--- src/rtl/core/assert_macros.svh ---
// ----------------------------------------------------------------------------
// assert_macros.svh
// shared concurrent assertion macros for the execute unit
// ----------------------------------------------------------------------------
`ifndef ASSERT_MACROS_SVH
`define ASSERT_MACROS_SVH

// property checked on every edge outside reset
`define C8X_ASSERT(lbl, clk, rst_n, prop, msg) \
  lbl: assert property (@(posedge clk) disable iff (!rst_n) (prop)) else $error(msg);

// property checked on every edge, reset included
`define C8X_ASSERT_ALWAYS(lbl, clk, prop, msg) \
  lbl: assert property (@(posedge clk) (prop)) else $error(msg);

`endif

--- src/rtl/core/c8x_pkg.sv ---
// ----------------------------------------------------------------------------
// c8x_pkg
// constants, opcode codes and the execute result type of the execute unit
// ----------------------------------------------------------------------------
`default_nettype none

package c8x_pkg;

  localparam int ADDR_BITS   = 12;
  localparam int STACK_DEPTH = 16;
  localparam int SP_W        = $clog2(STACK_DEPTH + 1);
  localparam int SP_IDX_W    = (STACK_DEPTH > 1) ? $clog2(STACK_DEPTH) : 1;
  localparam int RET_W       = 12;
  localparam int NEXT_PC_W   = 12;
  localparam int DEPTH_OUT_W = 5;
  localparam int NUM_REGS    = 16;

  localparam logic [ADDR_BITS-1:0] PC_RESET = ADDR_BITS'(16'h0200);
  localparam logic [3:0]           REG_F    = 4'hF;

  // top nibble of the instruction word
  typedef enum logic [3:0] {
    OP_JP     = 4'h1,
    OP_CALL   = 4'h2,
    OP_SE_KK  = 4'h3,
    OP_SNE_KK = 4'h4,
    OP_SE_XY  = 4'h5,
    OP_LD_KK  = 4'h6,
    OP_ADD_KK = 4'h7,
    OP_ALU    = 4'h8
  } op_class_t;

  // low nibble of an 8XYn word
  typedef enum logic [3:0] {
    FN_LD  = 4'h0,
    FN_OR  = 4'h1,
    FN_AND = 4'h2,
    FN_XOR = 4'h3,
    FN_ADD = 4'h4,
    FN_SUB = 4'h5
  } alu_fn_t;

  typedef struct packed {
    logic [ADDR_BITS-1:0] next_pc;
    logic                 reg_written;
    logic [3:0]           dest_index;
    logic [7:0]           dest_value;
    logic [7:0]           flag_value;
    logic                 unsupported;
    logic                 stack_overflow;
    logic [SP_W-1:0]      stack_depth;
    logic                 push_en;
    logic [RET_W-1:0]     push_addr;
  } exec_t;

endpackage

`default_nettype wire

--- src/rtl/core/chip8_execute_unit.sv ---
// ----------------------------------------------------------------------------
// chip8_execute_unit
// One instruction word per cycle while the result is not stalled: a word taken at one edge
// sits in the input register with its VX and VY operands, is executed once the result
// register can take it and lands there. The register file read port is registered at
// acceptance and bypasses the write of the instruction executing in that same cycle, so
// back-to-back dependent words need no stall. The input stalls only while both the input
// register and the result register are full and the result is stalled.
// Reset puts pc at 0x200, empties the return stack and clears V0..VF at once.
// ----------------------------------------------------------------------------
`default_nettype none

`include "assert_macros.svh"

module chip8_execute_unit
  import c8x_pkg::*;
(
  input  wire logic                   clk,
  input  wire logic                   rst_n,
  input  wire logic                   in_valid,
  output logic                        in_stall,
  input  wire logic [15:0]            in_instruction,
  output logic                        out_valid,
  input  wire logic                   out_stall,
  output logic [NEXT_PC_W-1:0]        out_next_pc,
  output logic                        out_reg_written,
  output logic [3:0]                  out_dest_index,
  output logic [7:0]                  out_dest_value,
  output logic [7:0]                  out_flag_value,
  output logic                        out_unsupported,
  output logic                        out_stack_overflow,
  output logic [DEPTH_OUT_W-1:0]      out_stack_depth
);

  // ---------------------------------------------------------------- state
  logic                 s1_valid_r;
  logic [15:0]          s1_instr_r;
  logic [7:0]           s1_vx_r;
  logic [7:0]           s1_vy_r;
  logic [ADDR_BITS-1:0] pc_r;
  logic [SP_W-1:0]      sp_r;
  logic [7:0]           vf_r;
  logic [NUM_REGS-1:0]  rf_vld_r;
  logic [7:0]           rf_mem [NUM_REGS];
  // return addresses pushed by a call
  logic [RET_W-1:0]     ret_mem [STACK_DEPTH];

  logic                 out_valid_r;
  logic [NEXT_PC_W-1:0] out_next_pc_r;
  logic                 out_reg_written_r;
  logic [3:0]           out_dest_index_r;
  logic [7:0]           out_dest_value_r;
  logic [7:0]           out_flag_value_r;
  logic                 out_unsupported_r;
  logic                 out_stack_overflow_r;
  logic [DEPTH_OUT_W-1:0] out_stack_depth_r;

  // ---------------------------------------------------------------- control
  logic       exec_go;
  logic       in_accept;
  logic       rf_we;
  logic [7:0] vf_nxt;
  logic [3:0] in_x;
  logic [3:0] in_y;
  exec_t      ex;

  assign exec_go   = s1_valid_r && (!out_valid_r || !out_stall);
  assign in_stall  = s1_valid_r && !exec_go;
  assign in_accept = in_valid && !in_stall;
  assign in_x      = in_instruction[11:8];
  assign in_y      = in_instruction[7:4];

  c8x_exec u_exec (
    .instr (s1_instr_r),
    .vx    (s1_vx_r),
    .vy    (s1_vy_r),
    .vf    (vf_r),
    .pc    (pc_r),
    .sp    (sp_r),
    .res   (ex)
  );

  // VF lives outside the array so flag and destination can both land in the same cycle
  assign rf_we  = exec_go && ex.reg_written && (ex.dest_index != REG_F);
  assign vf_nxt = exec_go ? ex.flag_value : vf_r;

  // ---------------------------------------------------------------- control registers
  always_ff @(posedge clk) begin
    if (!rst_n) begin
      s1_valid_r  <= 1'b0;
      out_valid_r <= 1'b0;
      pc_r        <= PC_RESET;
      sp_r        <= '0;
      vf_r        <= 8'd0;
      rf_vld_r    <= '0;
    end else begin
      if (in_accept) begin
        s1_valid_r <= 1'b1;
      end else if (exec_go) begin
        s1_valid_r <= 1'b0;
      end
      if (exec_go) begin
        out_valid_r <= 1'b1;
      end else if (!out_stall) begin
        out_valid_r <= 1'b0;
      end
      if (exec_go) begin
        pc_r <= ex.next_pc;
        sp_r <= ex.stack_depth;
        vf_r <= ex.flag_value;
      end
      if (rf_we) rf_vld_r[ex.dest_index] <= 1'b1;
    end
  end

  // ---------------------------------------------------------------- register file
  always_ff @(posedge clk) begin
    if (rf_we) rf_mem[ex.dest_index] <= ex.dest_value;
  end

  always_ff @(posedge clk) begin
    if (exec_go && ex.push_en) ret_mem[sp_r[SP_IDX_W-1:0]] <= ex.push_addr;
  end

  // operand read with bypass from the word executing this cycle
  always_ff @(posedge clk) begin
    if (in_accept) begin
      s1_instr_r <= in_instruction;
      if (in_x == REG_F) begin
        s1_vx_r <= vf_nxt;
      end else if (rf_we && (ex.dest_index == in_x)) begin
        s1_vx_r <= ex.dest_value;
      end else if (rf_vld_r[in_x]) begin
        s1_vx_r <= rf_mem[in_x];
      end else begin
        s1_vx_r <= 8'd0;
      end
      if (in_y == REG_F) begin
        s1_vy_r <= vf_nxt;
      end else if (rf_we && (ex.dest_index == in_y)) begin
        s1_vy_r <= ex.dest_value;
      end else if (rf_vld_r[in_y]) begin
        s1_vy_r <= rf_mem[in_y];
      end else begin
        s1_vy_r <= 8'd0;
      end
    end
  end

  // ---------------------------------------------------------------- result register
  always_ff @(posedge clk) begin
    if (exec_go) begin
      out_next_pc_r        <= ex.next_pc[NEXT_PC_W-1:0];
      out_reg_written_r    <= ex.reg_written;
      out_dest_index_r     <= ex.dest_index;
      out_dest_value_r     <= ex.dest_value;
      out_flag_value_r     <= ex.flag_value;
      out_unsupported_r    <= ex.unsupported;
      out_stack_overflow_r <= ex.stack_overflow;
      out_stack_depth_r    <= DEPTH_OUT_W'(ex.stack_depth);
    end
  end

  assign out_valid          = out_valid_r;
  assign out_next_pc        = out_next_pc_r;
  assign out_reg_written    = out_reg_written_r;
  assign out_dest_index     = out_dest_index_r;
  assign out_dest_value     = out_dest_value_r;
  assign out_flag_value     = out_flag_value_r;
  assign out_unsupported    = out_unsupported_r;
  assign out_stack_overflow = out_stack_overflow_r;
  assign out_stack_depth    = out_stack_depth_r;

  // ---------------------------------------------------------------- assertions
  `C8X_ASSERT(a_sp_bound, clk, rst_n, sp_r <= SP_W'(STACK_DEPTH), "stack count past depth")
  `C8X_ASSERT(a_ovf_full, clk, rst_n,
    out_valid_r && out_stack_overflow_r |-> out_stack_depth_r == DEPTH_OUT_W'(STACK_DEPTH),
    "overflow with stack not full")
  `C8X_ASSERT(a_unsup_nowr, clk, rst_n,
    out_valid_r && out_unsupported_r |-> !out_reg_written_r,
    "unsupported word wrote a register")
  `C8X_ASSERT(a_out_src, clk, rst_n, $rose(out_valid_r) |-> $past(s1_valid_r),
    "result word without a pending instruction")

endmodule

`default_nettype wire

--- src/rtl/core/c8x_exec.sv ---
// ----------------------------------------------------------------------------
// c8x_exec
// combinational execute of one instruction against the current machine state
// ----------------------------------------------------------------------------
`default_nettype none

module c8x_exec
  import c8x_pkg::*;
(
  input  wire logic [15:0]          instr,
  input  wire logic [7:0]           vx,
  input  wire logic [7:0]           vy,
  input  wire logic [7:0]           vf,
  input  wire logic [ADDR_BITS-1:0] pc,
  input  wire logic [SP_W-1:0]      sp,
  output exec_t                     res
);

  op_class_t            cls;
  logic [3:0]           x;
  logic [3:0]           y;
  logic [3:0]           n;
  logic [7:0]           kk;
  logic [ADDR_BITS-1:0] target;
  logic [ADDR_BITS-1:0] pc_inc;
  logic [ADDR_BITS-1:0] pc_skip;
  logic [8:0]           sum;
  logic                 gt;
  logic [7:0]           vx_u;
  logic [7:0]           vy_u;
  logic                 written;
  logic [7:0]           val;

  always_comb begin
    cls     = op_class_t'(instr[15:12]);
    x       = instr[11:8];
    y       = instr[7:4];
    n       = instr[3:0];
    kk      = instr[7:0];
    target  = ADDR_BITS'(instr[11:0]);
    pc_inc  = pc + ADDR_BITS'(2);
    pc_skip = pc + ADDR_BITS'(4);
    sum     = {1'b0, vx} + {1'b0, vy};
    gt      = (vx > vy);
    // subtract sees VF already holding the compare result
    vx_u    = (x == REG_F) ? {7'd0, gt} : vx;
    vy_u    = (y == REG_F) ? {7'd0, gt} : vy;

    written            = 1'b0;
    val                = 8'd0;
    res                = '0;
    res.next_pc        = pc_inc;
    res.flag_value     = vf;
    res.stack_depth    = sp;
    res.push_addr      = RET_W'(pc_inc);

    unique case (cls)
      OP_JP: begin
        res.next_pc = target;
      end
      OP_CALL: begin
        res.next_pc = target;
        if (sp < SP_W'(STACK_DEPTH)) begin
          res.push_en     = 1'b1;
          res.stack_depth = sp + SP_W'(1);
        end else begin
          res.stack_overflow = 1'b1;
        end
      end
      OP_SE_KK: begin
        if (vx == kk) res.next_pc = pc_skip;
      end
      OP_SNE_KK: begin
        if (vx != kk) res.next_pc = pc_skip;
      end
      OP_SE_XY: begin
        if (n != 4'h0) begin
          res.unsupported = 1'b1;
        end else if (vx == vy) begin
          res.next_pc = pc_skip;
        end
      end
      OP_LD_KK: begin
        written = 1'b1;
        val     = kk;
      end
      OP_ADD_KK: begin
        written = 1'b1;
        val     = vx + kk;
      end
      OP_ALU: begin
        written = 1'b1;
        unique case (alu_fn_t'(n))
          FN_LD:  val = vy;
          FN_OR:  val = vx | vy;
          FN_AND: val = vx & vy;
          FN_XOR: val = vx ^ vy;
          FN_ADD: begin
            res.flag_value = {7'd0, sum[8]};
            val            = sum[7:0];
          end
          FN_SUB: begin
            res.flag_value = {7'd0, gt};
            val            = vx_u - vy_u;
          end
          default: begin
            written         = 1'b0;
            res.unsupported = 1'b1;
          end
        endcase
      end
      default: begin
        res.unsupported = 1'b1;
      end
    endcase

    res.reg_written = written;
    res.dest_index  = written ? x : 4'd0;
    res.dest_value  = written ? val : 8'd0;
    // a write to VF overrides the flag
    if (written && (x == REG_F)) res.flag_value = val;
  end

endmodule

`default_nettype wire

--- config.mk ---
export PLATFORM = sky130hd
export DESIGN_NAME = chip8_execute_unit
export DESIGN_NICKNAME = d
export VERILOG_FILES = /design/src/rtl/core/c8x_pkg.sv /design/src/rtl/core/chip8_execute_unit.sv /design/src/rtl/core/c8x_exec.sv
export VERILOG_INCLUDE_DIRS = /design/src /design/src/rtl/core
export SDC_FILE = /design/constraint.sdc
export NUM_CORES = 1
export LEC_CHECK = 0
export BUFFER_PORTS_ARGS = -buffer_cell sky130_fd_sc_hd__buf_2
export CORE_ASPECT_RATIO = 1.5
export CORE_MARGIN = 2
export CORE_UTILIZATION = 55
export CTS_CLUSTER_SIZE = 25
export DETAILED_ROUTE_END_ITERATION = 6
export PLACE_DENSITY_LB_ADDON = 0.05
export RECOVER_POWER = 100
export SYNTH_ARGS = -nofsm -noshare
export SYNTH_HDL_FRONTEND = slang
export SYNTH_SLANG_ARGS = --single-unit
--- constraint.sdc ---
create_clock -name clk -period 6.8 [get_ports clk]
set_clock_uncertainty 0.05 [all_clocks]
set_input_delay 0.68 -clock clk [delete_from_list [all_inputs] [get_ports clk]]
set_output_delay 0.68 -clock clk [all_outputs]
set_load 0.03 [all_outputs]
==> results of run 1 <==
## cell type report
class | count | area (sq um) | share of cell area
sequential | 243 | 6870 | 0.469
multi-input combinational | 684 | 6070 | 0.414
clock buffer | 37 | 744 | 0.0508
tap | 319 | 399 | 0.0272
timing repair buffer | 91 | 387 | 0.0264
inverter | 33 | 124 | 0.00845
clock inverter | 11 | 66.3 | 0.00453
## cell usage in the layout, fill, tap and decap left out, types with 7 or more instances in the layout
| master | count |
|---|---|
| a31oi_1 | 7 |
| o22ai_1 | 7 |
| a21oi_1 | 42 |
| xnor2_1 | 17 |
| dfxtp_1 | 43 |
| nor3b_1 | 21 |
| a21o_1 | 11 |
| nand4_1 | 7 |
| mux2i_1 | 20 |
| clkbuf_16 | 28 |
| nor3_1 | 15 |
| xor2_1 | 11 |
| buf_2 | 12 |
| nor2_1 | 52 |
| nor4_1 | 8 |
| nand2b_1 | 9 |
| ha_1 | 42 |
| mux4_2 | 90 |
| conb_1 | 8 |
| nand3_1 | 21 |
| and2_1 | 13 |
| nand2_1 | 73 |
| buf_4 | 8 |
| o21a_1 | 20 |
| inv_1 | 33 |
| nor2b_1 | 16 |
| o21ai_0 | 40 |
| a22oi_1 | 7 |
| clkbuf_1 | 79 |
| edfxtp_1 | 200 |
## per-layer routing
| metal | part of all wire | track usage | vias up | routed length, microns |
|---|---|---|---|---|
| li1 | - | - | 4109 | - |
| met2 | 0.54 | 0.498 | 323 | 18700 |
| met3 | 0.048 | 0.0347 | 112 | 1670 |
| met5 | 0 | 0 | - | 0 |
| met1 | 0.37 | 0.341 | 4559 | 12800 |
| met4 | 0.051 | 0.136 | 0 | 1800 |
## worst max-delay path, delay by kind of cell
| kind | cells | cell delay (ps) |
|---|---|---|
| buffers and inverters | 2 | 2420 |
| AOI/OAI and AO/OA | 2 | 1250 |
| muxes | 3 | 1200 |
| and+or+nand+nor | 1 | 120 |
## kinds of logic after synthesis
group	count (synthesis)
AND/OR/NAND/NOR	283
flip-flops	243
AO/OA/AOI/OAI	204
multiplexers	116
buffers and inverters	90
adder cells (fa/ha/maj)	45
XOR/XNOR	28
other	1
## through the flow
| stage | total power [mW] | cell area (sq um) | utilization | instances | hold slack [ps] |
|---|---|---|---|---|---|
| after floorplan | 2.01 | 13300 | - | 1017 | 392 |
| after global placement | 2.13 | 14000 | 0.591 | 1370 | 409 |
| after detailed placement | 2.13 | 14000 | 0.591 | 1370 | 424 |
| after CTS | 3.48 | 14800 | 0.625 | 1418 | 250 |
| after global routing | 3.57 | 14700 | 0.617 | 1418 | 251 |
| final | 3.45 | 14700 | 0.617 | 1418 | 267 |
## registers in the layout (all words and copies together), names as in the netlist, 4 cells and up
| register | count |
|---|---|
| s1_instr_r | 16 |
| rf_mem | 128 |
| s1_vx_r | 8 |
| out_stack_depth | 5 |
| sp_r | 5 |
| out_flag_value | 8 |
| rf_vld_r | 16 |
| vf_r | 8 |
| out_next_pc | 12 |
| out_dest_index | 4 |
| out_dest_value | 8 |
| s1_vy_r | 8 |
| pc_r | 12 |
## final timing paths
check                                  startpoint             to  slack, ps  cells past startpoint
worst min register to register        rf_vld_r[3]    rf_vld_r[3]        430                      1
worst min-delay path            in_instruction[1]  s1_instr_r[1]        270                      1
worst max register to register         s1_vx_r[7]     s1_vx_r[2]       1580                     17
worst max-delay path            in_instruction[8]     s1_vx_r[2]       1290                      8
## power by group
group / switching [mW] / total (mW) / leakage [nW] / internal [mW]
registers: 0.0397 / 1.69 / 2.25 / 1.65
logic: 0.247 / 0.414 / 2.49 / 0.167
clock network: 0.580 / 1.34 / 0.396 / 0.764
total: 0.867 / 3.45 / 5.13 / 2.58
==> flow_summary.ini, run 1 <==
[worst_setup_path]
path_class = in2reg
worst_setup_path_start_kind = input pin
crit_path_max_fanout = 39
slowest_delay_ps = 2350
worstPathArrival_ps = 5690
critPathSlowestCell = clkbuf_1
crit_chain = buf_2 -> clkbuf_1 -> mux4_2 -> mux2_2 -> o21ai_0 -> nor3b_1 -> a21oi_1 -> mux2i_1
cp.required_ps = 6980
end_kind = flop

[yosys]
yosys.area_share.simple = 0.114
synth_warnings = 0
yosys.area.top_type = edfxtp_1
synth.most_common_cell = edfxtp_1
netlist_instances = 1010
syn_area_sq_mm = 0.0133
ys.flop_type = edfxtp_1
async_flop_share = 0
synth_compound_area_frac = 0.106
synth_area_leaders = edfxtp_1, mux4_2, dfxtp_1
synth_edf_count = 200
ys_types = 83
synthXorXnorAreaFrac = 0.0185
synth_top_family_by_area = multiplexers
ys_seq_area_frac = 0.517
synthAdderAreaFrac = 0.0441
avgSynthCellArea_sq_um = 13.2
synth_seq_cells = 243
yosys-top-cells-count = edfxtp_1, mux4_2, nand2_1
synth_top_area_frac = 0.452
synth.area.mux_share = 0.173

[global_route]
grt-ovfl-total = 0
grt_first_pass_wirelength_microns = 53900
grt_usage = 0.283
grt_pass1_vias = 9198
antenna_found_initial = 0
grt_max_degree = 65

[clocking]
cts_hold_buf = 0
htreeDepth = 1
cts_setup_buffers = 0
cts.sinks = 243
cts_root_buf = clkbuf_16
clk_latency_ps = 540
cts_resized = 0
clk_pin_slew_worst_paths_ps = 60
cts_tree = done
cts_buffer_depth = 3
numCtsBuffers = 26

[sta]
finalSetupViolCount = 0
finalCritPeriodShare = 0.810
finalCriticalPeriod_ps = 5510
max_slew_margin = -1.23
worst_slew_pin_slew_ps = 3340
timing.setup.tns_ps = 0
worst_slack_ps = 1290
slew_viol_final = 262
hold_violations = 0
rsz0062_at_grt = no
max_freq_ghz = 0.182

[placement]
place_ws_ps = 1590
gp_congestion = 0.919
portBuffers = 61
dpl.hpwl_microns = 23800

[layout]
antenna_cells = 0
syn2layout_area_growth_pct = 10.2
fin_nets = 1144
drive_above_1_share = 0.157
fill_cells = 1887

[die]
die_w_microns = 131
core_area_sq_mm = 0.0237
rows = 69
ioPinCount = 62
fp.dieArea_sq_mm = 0.0255
die_h_microns = 194
initial_core_util = 0.560

[detailed_routing]
vias_per_cell = 6.42
drt_iter0_drc = 638
wl_microns = 35000
ant_nets = 0
vias = 9103
wl_per_cell_microns = 24.7
drc = 0
dr.pass1.iters = 5

[run_status]
violations = capacitance limit, slew limit
outcome = complete, but fails checks

[hold_path]
hp-class = in2reg

[pwr]
powerDensity_mw_per_mm2 = 235
vdd_drop_max_uv = 229
leakage_nw = 5.13

[run]
max-cap-violations = 7
No activity file was read; power rests on OpenSTA's default activity.
==> inputs of run 2 (changes only) <==
Clock period 6.8 ns to 5.57 ns, I/O delays scaled along.
==> flow_summary.ini, run 2 (synthesized netlist as in run 1, its figures left out) <==
[die]
core_area_sq_mm = 0.0237
fp.dieArea_sq_mm = 0.0255
die_h_microns = 194
die_w_microns = 131
rows = 69
initial_core_util = 0.560
ioPinCount = 62

[worst_setup_path]
crit_path_max_fanout = 21
path_class = reg2reg
end_kind = flop
r2r-start = s1_vx_r[1]
worstPathArrival_ps = 5340
cp.required_ps = 5830
worst_setup_path_start_kind = flop
crit_start = s1_vx_r[1]

[layout]
drive_above_1_share = 0.161
fill_cells = 1912
top_register = rf_mem
largest_reg_flops = 128
fin_nets = 1144
top_regs = rf_mem x128, rf_vld_r x16, s1_instr_r x16
syn2layout_area_growth_pct = 10.3
antenna_cells = 0
layout_commonest_cell = edfxtp_1
layout_common_cells = edfxtp_1, mux4_2, nand2_1, clkbuf_1, nor2_1

[sta]
max_freq_ghz = 0.197
worst_slack_ps = 485
slew_viol_final = 285
worst_slew_pin_slew_ps = 3400
hold_violations = 0
finalSetupViolCount = 0
timing.setup.tns_ps = 0
max_slew_margin = -1.27
finalCritPeriodShare = 0.913
rsz0062_at_grt = no
finalCriticalPeriod_ps = 5080

[clocking]
htreeDepth = 1
cts_resized = 0
clk_latency_ps = 520
cts_root_buf = clkbuf_16
clk_pin_slew_worst_paths_ps = 70
cts_buffer_depth = 3
cts_tree = done
cts.sinks = 243
numCtsBuffers = 24
cts_hold_buf = 0
cts_setup_buffers = 0

[detailed_routing]
ant_nets = 0
wl_microns = 35100
vias = 9128
drt_iter0_drc = 601
dr.pass1.iters = 5
wl_per_cell_microns = 24.8
vias_per_cell = 6.45
drc = 0

[global_route]
grt_max_degree = 65
grt_usage = 0.282
grt_pass1_vias = 9224
antenna_found_initial = 0
grt-ovfl-total = 0
grt_first_pass_wirelength_microns = 53600

[placement]
portBuffers = 61
dpl.hpwl_microns = 24000
gp_congestion = 0.947
place_ws_ps = 754

[hold_path]
hp-start = in_instruction[13]
hp-class = in2reg

[pwr]
vdd_drop_max_uv = 289
leakage_nw = 5.14
powerDensity_mw_per_mm2 = 288

[run]
max-cap-violations = 8

[run_status]
outcome = complete, but fails checks
violations = capacitance limit, slew limit
## run 2: cell count changes in the layout (fill, tap and decap cells not counted), sizes merged
cell,before,now
buf,20,21
bufinv,0,3
clkbuf,108,100
inv,34,35
## run 2: area by class of cell
cell class / count / area [sq um] / share of cell area
repair buffers: 93 / 400 / 0.0273
flip-flops and latches: 243 / 6870 / 0.468
well taps: 319 / 399 / 0.0272
multi-input cells: 684 / 6080 / 0.414
clock buffers: 28 / 637 / 0.0434
clock inverters: 15 / 159 / 0.0108
inverters: 33 / 124 / 0.00845
## run 2: report_power, final
| group | switching (mW) | total (mW) | leakage (nW) | internal, mW |
|---|---|---|---|---|
| registers | 0.0456 | 2.06 | 2.25 | 2.01 |
| clock network | 0.698 | 1.66 | 0.388 | 0.961 |
| logic | 0.305 | 0.510 | 2.50 | 0.205 |
## run 2: metal layers
layer  GRT usage  wire, microns  vias up  share of wire
met5           0              0        -              0
met4       0.110           1500        0          0.043
met3      0.0306           1740       84          0.050
met2       0.512          18900      335           0.54
met1       0.337          13000     4602           0.37
li1            -              -     4107              -
## run 2: through the flow
| stage | cells | cell area (sq um) | hold WS (ps) | utilization | power, mW |
|---|---|---|---|---|---|
| CTS | 1415 | 14800 | 149 | 0.625 | 4.25 |
| finish | 1415 | 14700 | 159 | 0.618 | 4.23 |
| detailed placement | 1372 | 14000 | 420 | 0.592 | 2.60 |
| global route | 1415 | 14700 | 147 | 0.618 | 4.37 |
| global placement | 1372 | 14000 | 408 | 0.592 | 2.60 |
| floorplan | 1017 | 13300 | 392 | - | 2.45 |
## run 2: path summary, 6_finish.rpt
kind / to / slack (ps) / cells after the start
min: s1_instr_r[13] / 160 / 1
max: s1_vx_r[1] / 490 / 16
max reg2reg: s1_vx_r[1] / 490 / 16
min reg2reg: rf_vld_r[10] / 430 / 1
## run 2: worst max-delay path, stage by stage, from the launching register on
cell	delay (ps)
edfxtp_1	530
inv_1	80
ha_1	380
or4_1	580
or2_2	300
o21ai_0	80
o31ai_1	150
mux2i_1	220
ha_1	190
inv_1	50
fa_1	480
a222oi_1	80
o22ai_1	220
clkbuf_1	700
a22oi_1	270
nor2b_1	200
a31oi_1	290
